===== src/rtl/core/sdf_pkg.sv =====
// Shared types and constants for the sequence-number duplicate filter.
// No dependencies; imported by sdf_scan and seqnum_duplicate_filter.
package sdf_pkg;

  // Field widths
  localparam int unsigned NUM_W  = 16;
  localparam int unsigned AGE_W  = 16;
  localparam int unsigned WIN_W  = 12;
  localparam int unsigned ENT_W  = NUM_W + AGE_W;

  localparam logic [AGE_W-1:0] AGE_MAX = '1;

  // Command opcodes
  localparam logic [1:0] OP_CHECK = 2'd0;
  localparam logic [1:0] OP_TICK  = 2'd1;
  localparam logic [1:0] OP_CLEAR = 2'd2;

  // Configuration register map
  localparam int unsigned CFG_IDX_W  = 2;
  localparam int unsigned CFG_DATA_W = 16;
  localparam logic [CFG_IDX_W-1:0] CFG_WINDOW  = 2'd0;
  localparam logic [CFG_IDX_W-1:0] CFG_TIMEOUT = 2'd1;

  localparam logic [WIN_W-1:0] WINDOW_RESET  = 12'd20;
  localparam logic [AGE_W-1:0] TIMEOUT_RESET = 16'd500;

  // Sequencer states
  typedef enum logic [1:0] {
    ST_IDLE,
    ST_TICK,
    ST_CHECK,
    ST_FINISH
  } state_e;

  // What the table scan found
  typedef struct packed {
    logic succ_found;
    logic pred_found;
    logic free_found;
  } scan_flags_t;

endpackage


===== src/rtl/core/sdf_ram.sv =====
// Generic single-write, single-read RAM with registered read data.
// Depends on nothing; used for the table of numbers and ages.
module sdf_ram #(
  parameter int unsigned WIDTH = 32,
  parameter int unsigned DEPTH = 16
) (
  input  logic                     clk_i,
  input  logic                     we_i,
  input  logic [$clog2(DEPTH)-1:0] waddr_i,
  input  logic [WIDTH-1:0]         wdata_i,
  input  logic [$clog2(DEPTH)-1:0] raddr_i,
  output logic [WIDTH-1:0]         rdata_o
);

  logic [WIDTH-1:0] mem_q [DEPTH];

  always_ff @(posedge clk_i) begin
    if (we_i) begin
      mem_q[waddr_i] <= wdata_i;
    end
    rdata_o <= mem_q[raddr_i];
  end

endmodule


===== src/rtl/core/sdf_scan.sv =====
// Scan unit: takes one table entry per cycle while sample_i is high and keeps
// the running successor, predecessor, oldest live entry and first free slot. Depends on sdf_pkg.
module sdf_scan
  import sdf_pkg::*;
#(
  parameter int unsigned IDX_W = 4
) (
  input  logic              clk_i,
  input  logic              rst_ni,
  input  logic              clear_i,
  input  logic              sample_i,
  input  logic [IDX_W-1:0]  idx_i,
  input  logic              valid_i,
  input  logic [NUM_W-1:0]  num_i,
  input  logic [AGE_W-1:0]  age_i,
  input  logic [NUM_W-1:0]  key_i,
  input  logic [AGE_W-1:0]  timeout_i,
  output logic              expire_o,
  output scan_flags_t       flags_o,
  output logic [IDX_W-1:0]  succ_idx_o,
  output logic [NUM_W-1:0]  succ_num_o,
  output logic [IDX_W-1:0]  pred_idx_o,
  output logic [NUM_W-1:0]  pred_num_o,
  output logic [IDX_W-1:0]  free_idx_o,
  output logic [IDX_W-1:0]  old_idx_o
);

  scan_flags_t      flags_q, flags_d;
  logic             old_found_q, old_found_d;
  logic [IDX_W-1:0] succ_idx_q, succ_idx_d, pred_idx_q, pred_idx_d;
  logic [IDX_W-1:0] free_idx_q, free_idx_d, old_idx_q, old_idx_d;
  logic [NUM_W-1:0] succ_num_q, succ_num_d, pred_num_q, pred_num_d;
  logic [AGE_W-1:0] old_age_q, old_age_d;
  logic             aged_out, live;

  assign aged_out = valid_i && (age_i > timeout_i);
  assign live     = valid_i && !(age_i > timeout_i);
  assign expire_o = sample_i && aged_out;

  // Running selection over the entries seen so far
  always_comb begin
    flags_d     = flags_q;
    old_found_d = old_found_q;
    succ_idx_d  = succ_idx_q;
    succ_num_d  = succ_num_q;
    pred_idx_d  = pred_idx_q;
    pred_num_d  = pred_num_q;
    free_idx_d  = free_idx_q;
    old_idx_d   = old_idx_q;
    old_age_d   = old_age_q;
    if (clear_i) begin
      flags_d     = '0;
      old_found_d = 1'b0;
    end else if (sample_i) begin
      if (!live) begin
        if (!flags_q.free_found) begin
          flags_d.free_found = 1'b1;
          free_idx_d         = idx_i;
        end
      end else begin
        // smallest number at or above the key
        if (num_i >= key_i && (!flags_q.succ_found || num_i < succ_num_q)) begin
          flags_d.succ_found = 1'b1;
          succ_idx_d         = idx_i;
          succ_num_d         = num_i;
        end
        // largest number below the key, i.e. below the successor
        if (num_i < key_i && (!flags_q.pred_found || num_i > pred_num_q)) begin
          flags_d.pred_found = 1'b1;
          pred_idx_d         = idx_i;
          pred_num_d         = num_i;
        end
        // oldest live entry, lowest index wins a tie
        if (!old_found_q || age_i > old_age_q) begin
          old_found_d = 1'b1;
          old_idx_d   = idx_i;
          old_age_d   = age_i;
        end
      end
    end
  end

  always_ff @(posedge clk_i or negedge rst_ni) begin
    if (!rst_ni) begin
      flags_q     <= '0;
      old_found_q <= 1'b0;
    end else begin
      flags_q     <= flags_d;
      old_found_q <= old_found_d;
    end
  end

  always_ff @(posedge clk_i) begin
    succ_idx_q <= succ_idx_d;
    succ_num_q <= succ_num_d;
    pred_idx_q <= pred_idx_d;
    pred_num_q <= pred_num_d;
    free_idx_q <= free_idx_d;
    old_idx_q  <= old_idx_d;
    old_age_q  <= old_age_d;
  end

  assign flags_o    = flags_q;
  assign succ_idx_o = succ_idx_q;
  assign succ_num_o = succ_num_q;
  assign pred_idx_o = pred_idx_q;
  assign pred_num_o = pred_num_q;
  assign free_idx_o = free_idx_q;
  assign old_idx_o  = old_idx_q;

endmodule


===== src/rtl/core/seqnum_duplicate_filter.sv =====
// Top level of the sequence-number duplicate filter: sequencer, valid bits,
// configuration registers. Depends on sdf_pkg, sdf_ram and sdf_scan.
//
//  channel   direction  transfer condition           payload
//  command   in         start & !busy                opcode_i, seq_num_i
//  result    out        result_valid_o (one cycle)   is_new_o, evicted_o
//  config    in         cfg_valid_i & cfg_ready_o    cfg_index_i, cfg_data_i
//
// A check walks the table one entry per cycle through the single RAM read
// port and the scan unit, then decides and writes in ST_FINISH; the result
// is strobed in the cycle after ST_FINISH, once busy has fallen.
// A tick walks the table the same way, with no decision step.
// A clear takes effect at the transfer edge; busy never rises for it.
// Reset empties the table and loads window 20 and timeout 500; no sweep.
// The result port cannot stall; each result is shown for one cycle only.
module seqnum_duplicate_filter
  import sdf_pkg::*;
#(
  parameter int unsigned TABLE_ENTRIES = 16
) (
  input  logic                  clk_i,
  input  logic                  rst_ni,
  input  logic                  start,
  output logic                  busy,
  input  logic [1:0]            opcode_i,
  input  logic [NUM_W-1:0]      seq_num_i,
  output logic                  result_valid_o,
  output logic                  is_new_o,
  output logic                  evicted_o,
  input  logic                  cfg_valid_i,
  output logic                  cfg_ready_o,
  input  logic [CFG_IDX_W-1:0]  cfg_index_i,
  input  logic [CFG_DATA_W-1:0] cfg_data_i
);

  localparam int unsigned IDX_W = $clog2(TABLE_ENTRIES);
  localparam int unsigned CNT_W = $clog2(TABLE_ENTRIES + 1);
  localparam logic [CNT_W-1:0] CNT_END = CNT_W'(TABLE_ENTRIES);

  state_e                   state_q, state_d;
  logic [CNT_W-1:0]         rd_cnt_q, rd_cnt_d;
  logic                     pipe_vld_q;
  logic [IDX_W-1:0]         pipe_idx_q;
  logic [NUM_W-1:0]         num_q, num_d;
  logic [WIN_W-1:0]         window_q;
  logic [AGE_W-1:0]         timeout_q;
  logic [TABLE_ENTRIES-1:0] valid_q, valid_d;
  logic                     res_vld_q, res_vld_d, is_new_q, is_new_d;
  logic                     evicted_q, evicted_d;

  logic                     accept, issue, scanning, scan_clear, scan_sample;
  logic [IDX_W-1:0]         raddr;
  logic                     ram_we;
  logic [IDX_W-1:0]         ram_waddr;
  logic [ENT_W-1:0]         ram_wdata, ram_rdata;
  logic [NUM_W-1:0]         ent_num;
  logic [AGE_W-1:0]         ent_age;
  logic                     ent_valid;

  logic                     expire;
  scan_flags_t              flags;
  logic [IDX_W-1:0]         succ_idx, pred_idx, free_idx, old_idx, slot_idx;
  logic [NUM_W-1:0]         succ_num, pred_num;
  logic [NUM_W:0]           key_plus_win, pred_plus_win;
  logic                     is_dup, drop_pred;

  assign busy        = (state_q != ST_IDLE);
  assign accept      = start && !busy;
  assign cfg_ready_o = !busy;

  assign scanning = (state_q == ST_TICK) || (state_q == ST_CHECK);
  assign issue    = scanning && (rd_cnt_q != CNT_END);
  assign raddr    = rd_cnt_q[IDX_W-1:0];

  assign ent_num   = ram_rdata[ENT_W-1:AGE_W];
  assign ent_age   = ram_rdata[AGE_W-1:0];
  assign ent_valid = valid_q[pipe_idx_q];

  assign scan_clear  = accept && (opcode_i == OP_CHECK);
  assign scan_sample = pipe_vld_q && (state_q == ST_CHECK);

  sdf_ram #(
    .WIDTH (ENT_W),
    .DEPTH (TABLE_ENTRIES)
  ) u_table (
    .clk_i   (clk_i),
    .we_i    (ram_we),
    .waddr_i (ram_waddr),
    .wdata_i (ram_wdata),
    .raddr_i (raddr),
    .rdata_o (ram_rdata)
  );

  sdf_scan #(
    .IDX_W (IDX_W)
  ) u_scan (
    .clk_i      (clk_i),
    .rst_ni     (rst_ni),
    .clear_i    (scan_clear),
    .sample_i   (scan_sample),
    .idx_i      (pipe_idx_q),
    .valid_i    (ent_valid),
    .num_i      (ent_num),
    .age_i      (ent_age),
    .key_i      (num_q),
    .timeout_i  (timeout_q),
    .expire_o   (expire),
    .flags_o    (flags),
    .succ_idx_o (succ_idx),
    .succ_num_o (succ_num),
    .pred_idx_o (pred_idx),
    .pred_num_o (pred_num),
    .free_idx_o (free_idx),
    .old_idx_o  (old_idx)
  );

  // Decision arithmetic, widened by one bit so nothing wraps
  assign key_plus_win  = {1'b0, num_q} + {{(NUM_W + 1 - WIN_W){1'b0}}, window_q};
  assign pred_plus_win = {1'b0, pred_num} + {{(NUM_W + 1 - WIN_W){1'b0}}, window_q};
  assign is_dup        = flags.succ_found && ({1'b0, succ_num} < key_plus_win);
  assign drop_pred     = flags.succ_found && flags.pred_found &&
                         (pred_plus_win > {1'b0, num_q});
  // a freed predecessor slot competes with the first free slot by index
  assign slot_idx      = (drop_pred && (!flags.free_found || pred_idx < free_idx)) ?
                         pred_idx : free_idx;

  // Sequencer, table writes and valid bits
  always_comb begin
    state_d   = state_q;
    rd_cnt_d  = rd_cnt_q;
    num_d     = num_q;
    valid_d   = valid_q;
    res_vld_d = 1'b0;
    is_new_d  = is_new_q;
    evicted_d = evicted_q;
    ram_we    = 1'b0;
    ram_waddr = pipe_idx_q;
    ram_wdata = {ent_num, ent_age + AGE_W'(1)};
    if (issue) begin
      rd_cnt_d = rd_cnt_q + CNT_W'(1);
    end
    case (state_q)
      ST_IDLE: begin
        if (accept) begin
          rd_cnt_d = '0;
          case (opcode_i)
            OP_CHECK: begin
              state_d = ST_CHECK;
              num_d   = seq_num_i;
            end
            OP_TICK:  state_d = ST_TICK;
            OP_CLEAR: valid_d = '0;
            default:  ;
          endcase
        end
      end
      ST_TICK: begin
        if (pipe_vld_q && ent_valid && (ent_age != AGE_MAX)) begin
          ram_we = 1'b1;
        end
        if (!issue) begin
          state_d = ST_IDLE;
        end
      end
      ST_CHECK: begin
        if (expire) begin
          valid_d[pipe_idx_q] = 1'b0;
        end
        if (!issue) begin
          state_d = ST_FINISH;
        end
      end
      ST_FINISH: begin
        state_d   = ST_IDLE;
        res_vld_d = 1'b1;
        is_new_d  = !is_dup;
        evicted_d = 1'b0;
        ram_we    = 1'b1;
        ram_wdata = {num_q, {AGE_W{1'b0}}};
        if (is_dup) begin
          // refresh the successor
          ram_waddr = succ_idx;
          ram_wdata = {succ_num, {AGE_W{1'b0}}};
        end else if (flags.succ_found && (succ_num == num_q)) begin
          // zero window: same number already stored, refresh only
          ram_waddr = succ_idx;
        end else if (flags.free_found || drop_pred) begin
          if (drop_pred) begin
            valid_d[pred_idx] = 1'b0;
          end
          ram_waddr         = slot_idx;
          valid_d[slot_idx] = 1'b1;
        end else begin
          ram_waddr = old_idx;
          evicted_d = 1'b1;
        end
      end
      default: state_d = ST_IDLE;
    endcase
  end

  // Control registers
  always_ff @(posedge clk_i or negedge rst_ni) begin
    if (!rst_ni) begin
      state_q    <= ST_IDLE;
      rd_cnt_q   <= '0;
      pipe_vld_q <= 1'b0;
      valid_q    <= '0;
      res_vld_q  <= 1'b0;
      window_q   <= WINDOW_RESET;
      timeout_q  <= TIMEOUT_RESET;
    end else begin
      state_q    <= state_d;
      rd_cnt_q   <= rd_cnt_d;
      pipe_vld_q <= issue;
      valid_q    <= valid_d;
      res_vld_q  <= res_vld_d;
      if (cfg_valid_i && cfg_ready_o) begin
        case (cfg_index_i)
          CFG_WINDOW:  window_q  <= cfg_data_i[WIN_W-1:0];
          CFG_TIMEOUT: timeout_q <= cfg_data_i[AGE_W-1:0];
          default:     ;
        endcase
      end
    end
  end

  // Payload registers
  always_ff @(posedge clk_i) begin
    pipe_idx_q <= raddr;
    num_q      <= num_d;
    is_new_q   <= is_new_d;
    evicted_q  <= evicted_d;
  end

  assign result_valid_o = res_vld_q;
  assign is_new_o       = is_new_q;
  assign evicted_o      = evicted_q;

endmodule

===== config.mk =====
export PLATFORM = sky130hd
export DESIGN_NAME = seqnum_duplicate_filter
export DESIGN_NICKNAME = d
export VERILOG_FILES = /design/src/rtl/core/sdf_pkg.sv /design/src/rtl/core/sdf_ram.sv /design/src/rtl/core/sdf_scan.sv /design/src/rtl/core/seqnum_duplicate_filter.sv
export SDC_FILE = /design/constraint.sdc
export NUM_CORES = 1
export LEC_CHECK = 0
export BUFFER_PORTS_ARGS = -buffer_cell sky130_fd_sc_hd__buf_4
export CORE_AREA = 3 3 281 283
export DETAILED_ROUTE_END_ITERATION = 6
export DIE_AREA = 0 0 284 286
export GPL_TIMING_DRIVEN = 0
export HOLD_SLACK_MARGIN = 0.1
export PLACE_DENSITY = 0.55
export SYNTH_ARGS = -nofsm -noshare
export SYNTH_HDL_FRONTEND = slang
export SYNTH_HIERARCHICAL = 1
export SYNTH_SLANG_ARGS = --single-unit

===== constraint.sdc =====
create_clock -name clk_i -period 17.7 [get_ports clk_i]
set_clock_uncertainty 0.1 [all_clocks]
set_input_delay 0.885 -clock clk_i [delete_from_list [all_inputs] [get_ports clk_i]]
set_output_delay 0.885 -clock clk_i [all_outputs]
set_load 0.005 [all_outputs]

==> flow_metrics.env <==
export IMPL_run_status="complete, no violations"
export IMPL_yosysWarnings=6
export IMPL_postCtsResizedCells=0
export IMPL_synthArstFlopShare_pct=8.30
export IMPL_synth_seq_cells=687
export IMPL_grt_first_pass_wirelength_mm=114
export IMPL_final_setup_worst_slack_ns=10.61
export IMPL_ys_dominant_reg_cell="sky130_fd_sc_hd__edfxtp_1"
export IMPL_period_share_pct=40.1
export IMPL_clk_transition_reported_paths_ns=0.06
export IMPL_via_count_of_the_first_global_routing_pass=18300
export IMPL_synth_cell_area_um2=30500
export IMPL_class_of_the_tightest_hold_or_removal_check="in -> async"
export IMPL_pin_count_of_the_biggest_net_entering_global_routing=58
export IMPL_yosys_area_top_type_share_pct=58.4
export IMPL_vdd_drop_max_mv=0.0712
export IMPL_holdBufCountCts=0
export IMPL_final_hold_viol_count=0
export IMPL_synth_top_cell_by_area="sky130_fd_sc_hd__edfxtp_1"
export IMPL_detailroute_via_count=17700
export IMPL_placeableCoreArea_um2=77000
export IMPL_worstPathMaxFanout=17
export IMPL_die_span_y_um=286
export IMPL_leakage_nw=12.5
export IMPL_ctsLongestPathBuffers=3
export IMPL_post_synth_main_area_contributors="sky130_fd_sc_hd__edfxtp_1 58%, sky130_fd_sc_hd__mux4_2 9.8%, sky130_fd_sc_hd__ha_1 5.9%"
export IMPL_row_count=102
export IMPL_syn_instance_count=1950
export IMPL_rsz_0062_raised_after_global_routing="no"
export IMPL_insertion_delay_ns=0.61
export IMPL_dr_wl_met2_mm=36.7
export IMPL_criticalPathCategory="reg -> reg"
export IMPL_drt_wirelength_per_cell_um=23.8
export IMPL_insertedDiodeCount=0
export IMPL_die_w_um=284
export IMPL_fin_util_pct=46.1
export IMPL_final_layout_size_suffix_gt1_share_pct=19.8
export IMPL_start_util_pct=39.7
export IMPL_highest_layer="met4"
export IMPL_drtPass1Iterations=5
export IMPL_slew_headroom_pct=15.3
export IMPL_r2r_end="u_table/mem_q[15][23]$_DFFE_PP_"
export IMPL_drt_vias_per_instance=5.52
export IMPL_gp_congestion=0.849
export IMPL_syn_area_cell_um2=15.7
export IMPL_final_setup_viol_count=0
export IMPL_cap_violations=0
export IMPL_antenna_left=0
export IMPL_totalWireLength_mm=76.4
export IMPL_dpl_instance_area_um2=32800
export IMPL_route_met3_wl_mm=4.12
export IMPL_drcViolationCount=0
export IMPL_achievable_clock_frequency_ghz=0.141
export IMPL_tritoncts_clock_tree="built"
export IMPL_crit_required_ns=17.89
export IMPL_synth_seq_area_share_pct=65.5
export IMPL_clk_root_buffer_cell="sky130_fd_sc_hd__clkbuf_16"
export IMPL_fin_tns_setup_ns=0
export IMPL_regToRegSetupSlack_ns=10.61
export IMPL_power_per_cell_area_nw_per_um2=168
export IMPL_slew_viol_final=0
export IMPL_yosys_cell_count_top_type="sky130_fd_sc_hd__edfxtp_1"
export IMPL_timing_critical_path_arrival_ns=7.28
export IMPL_end_kind="register"
export IMPL_grt_antenna_before_repair=0
export IMPL_start_kind="register"
export IMPL_synth_cells_most_frequent="594 x sky130_fd_sc_hd__edfxtp_1, 145 x sky130_fd_sc_hd__ha_1, 133 x sky130_fd_sc_hd__mux4_2"
export IMPL_cts_repair_timing_setup_buffer_count=0
export IMPL_rr_startpoint="num_q[0]$_DFFE_PP_"
export IMPL_dp_worst_setup_slack_ns=10.64
export IMPL_synth_cell_types=75
export IMPL_grt_ovfl_total=0
export IMPL_io_pins=45
export IMPL_drt_iter0_drc=1393
export IMPL_post_route_min_period_ns=7.09
export IMPL_numPortBuffers=44
export IMPL_post_layout_nets=2294
export IMPL_overall_track_demand_over_capacity_in_global_routing_pct=18.7
export IMPL_final_design_area_no_fill_um2=35500
export IMPL_dieArea_um2=81200
export IMPL_final_hpwl_from_detailed_placement_mm=53.2
export IMPL_worst_r2r_cell_count=19
export IMPL_htree_num_levels=3
export IMPL_postSynthNetCount=2137
export IMPL_wl_met1_mm=33.4
export IMPL_post_synth_edffs=594
export IMPL_clkSinkCount=687
export IMPL_tritoncts_num_buffers=76
export IMPL_areaGrowthSynthToFinish_pct=16.1
export IMPL_post_layout_total_power_mw=5.96
export IMPL_worst_slew_pin_transition_ns=1.26
-- final cells by class --
cell class / count / area, µm²
fillers: 6633 / 41500
flip-flops and latches: 687 / 20000
multi-input cells: 1067 / 9960
clock buffers: 98 / 2060
well taps: 1040 / 1300
repair buffers: 79 / 867
clock inverters: 39 / 483
inverters: 122 / 458
plain buffers: 74 / 332
-- logic make-up (layout without fill, tap and decap cells) --
kind of cell | Yosys count | count (layout) | share of synthesized area, %
AO/OA/AOI/OAI | 303 | 303 | 6.96
XOR/XNOR | 61 | 61 | 1.75
adder cells (fa/ha/maj) | 147 | 147 | 6.07
buffers and inverters | 196 | 412 | 2.59
flip-flops | 687 | 687 | 65.5
multiplexers | 177 | 177 | 11.4
AND/OR/NAND/NOR | 379 | 379 | 5.79
-- report_power, final --
part / switching, mW / total (mW) / internal, mW
Clock: 0.634 / 1.61 / 0.972
Sequential: 0.198 / 2.44 / 2.25
Combinational: 1.17 / 1.91 / 0.735
-- state kept, by name (all words and copies together), names as in the netlist --
register,cells
u_scan/old_age_q,16
result_valid_o,1
u_scan/pred_num_o,16
state_q,2
u_scan/pred_idx_o,4
evicted_o,1
u_scan/old_idx_o,4
num_q,16
is_new_o,1
valid_q,16
u_scan/free_idx_o,4
pipe_vld_q,1
timeout_q,16
rd_cnt_q,5
u_scan/flags_o,3
pipe_idx_q,4
u_table/rdata_o,32
u_table/mem_q,512
window_q,12
u_scan/old_found_q,1
u_scan/succ_num_o,16
u_scan/succ_idx_o,4
-- how the worst max path moves through the flow --
stage	start	endpoint	slack, ns	cells after the start
floorplan	num_q[0]$_DFFE_PP_	u_table/mem_q[0][0]$_DFFE_PP_	10.65	18
finish	num_q[0]$_DFFE_PP_	u_table/mem_q[15][23]$_DFFE_PP_	10.61	19
global route	window_q[5]$_DFFE_PN0P_	u_table/mem_q[15][22]$_DFFE_PP_	10.18	21
global placement	num_q[0]$_DFFE_PP_	u_table/mem_q[12][18]$_DFFE_PP_	7.08	18
CTS	window_q[5]$_DFFE_PN0P_	u_table/mem_q[14][21]$_DFFE_PP_	10.56	21
detailed placement	window_q[1]$_DFFE_PN0P_	u_table/mem_q[15][20]$_DFFE_PP_	10.64	21
-- routing by layer --
layer | track usage, % | up-vias
met5 | 0 | -
met4 | 6.47 | 0
met3 | 3.12 | 130
met2 | 31.0 | 506
met1 | 25.2 | 9120
li1 | - | 7945
-- cells in the final DEF (no fill, tap or decap), types with 10 or more instances in the layout --
cell type                   instances
sky130_fd_sc_hd__xor2_1            25
sky130_fd_sc_hd__o211ai_1          31
sky130_fd_sc_hd__a21oi_1           55
sky130_fd_sc_hd__xnor2_1           36
sky130_fd_sc_hd__a31oi_2           10
sky130_fd_sc_hd__inv_1            122
sky130_fd_sc_hd__buf_4             58
sky130_fd_sc_hd__nor2b_1           11
sky130_fd_sc_hd__edfxtp_1         594
sky130_fd_sc_hd__buf_1             13
sky130_fd_sc_hd__a211oi_1          11
sky130_fd_sc_hd__mux2i_1           17
sky130_fd_sc_hd__ha_1             145
sky130_fd_sc_hd__o311ai_1          16
sky130_fd_sc_hd__nor3_1            16
sky130_fd_sc_hd__o21ai_0           34
sky130_fd_sc_hd__clkbuf_16         78
sky130_fd_sc_hd__dfrtp_1           49
sky130_fd_sc_hd__nand4_1           22
sky130_fd_sc_hd__nand2b_1          19
sky130_fd_sc_hd__bufinv_16         10
sky130_fd_sc_hd__dfxtp_1           36
sky130_fd_sc_hd__and3_1            11
sky130_fd_sc_hd__nand3_1           29
sky130_fd_sc_hd__buf_2             10
sky130_fd_sc_hd__nor2_1           105
sky130_fd_sc_hd__clkbuf_1          57
sky130_fd_sc_hd__mux2_2            27
sky130_fd_sc_hd__buf_6             16
sky130_fd_sc_hd__nand2_1          115
sky130_fd_sc_hd__a22oi_1           65
sky130_fd_sc_hd__nor2_4            12
sky130_fd_sc_hd__mux4_2           133
sky130_fd_sc_hd__clkinv_2          13
sky130_fd_sc_hd__a21o_1            14
-- worst max-delay path: stages (launching register included) --
cell and delay (ns):
sky130_fd_sc_hd__edfxtp_1 0.55, sky130_fd_sc_hd__ha_1 0.31, sky130_fd_sc_hd__fa_1 0.44, sky130_fd_sc_hd__a211oi_2 0.25, sky130_fd_sc_hd__o21ai_1 0.13, sky130_fd_sc_hd__and3_1 0.20, sky130_fd_sc_hd__o41a_1 0.45, sky130_fd_sc_hd__and3_1 0.23
sky130_fd_sc_hd__xnor2_1 0.12, sky130_fd_sc_hd__ha_1 0.30, sky130_fd_sc_hd__and3_1 0.16, sky130_fd_sc_hd__o21ai_0 0.08, sky130_fd_sc_hd__o21a_1 0.20, sky130_fd_sc_hd__a211o_1 0.44, sky130_fd_sc_hd__nor2_2 0.29, sky130_fd_sc_hd__o221ai_1 0.16
sky130_fd_sc_hd__o21ai_0 0.82, sky130_fd_sc_hd__nand2_1 0.50, sky130_fd_sc_hd__nor2_4 0.79, sky130_fd_sc_hd__buf_16 0.25
-- through the flow --
step,hold slack (ns),std cells
5_1_grt,0.300,3206
6_report,0.250,3206
3_5_place_dp,0.401,3068
2_1_floorplan,0.320,1950
3_3_place_gp,0.393,3034
4_1_cts,0.250,3205
Note: power is estimated with default switching activity, not from simulation.
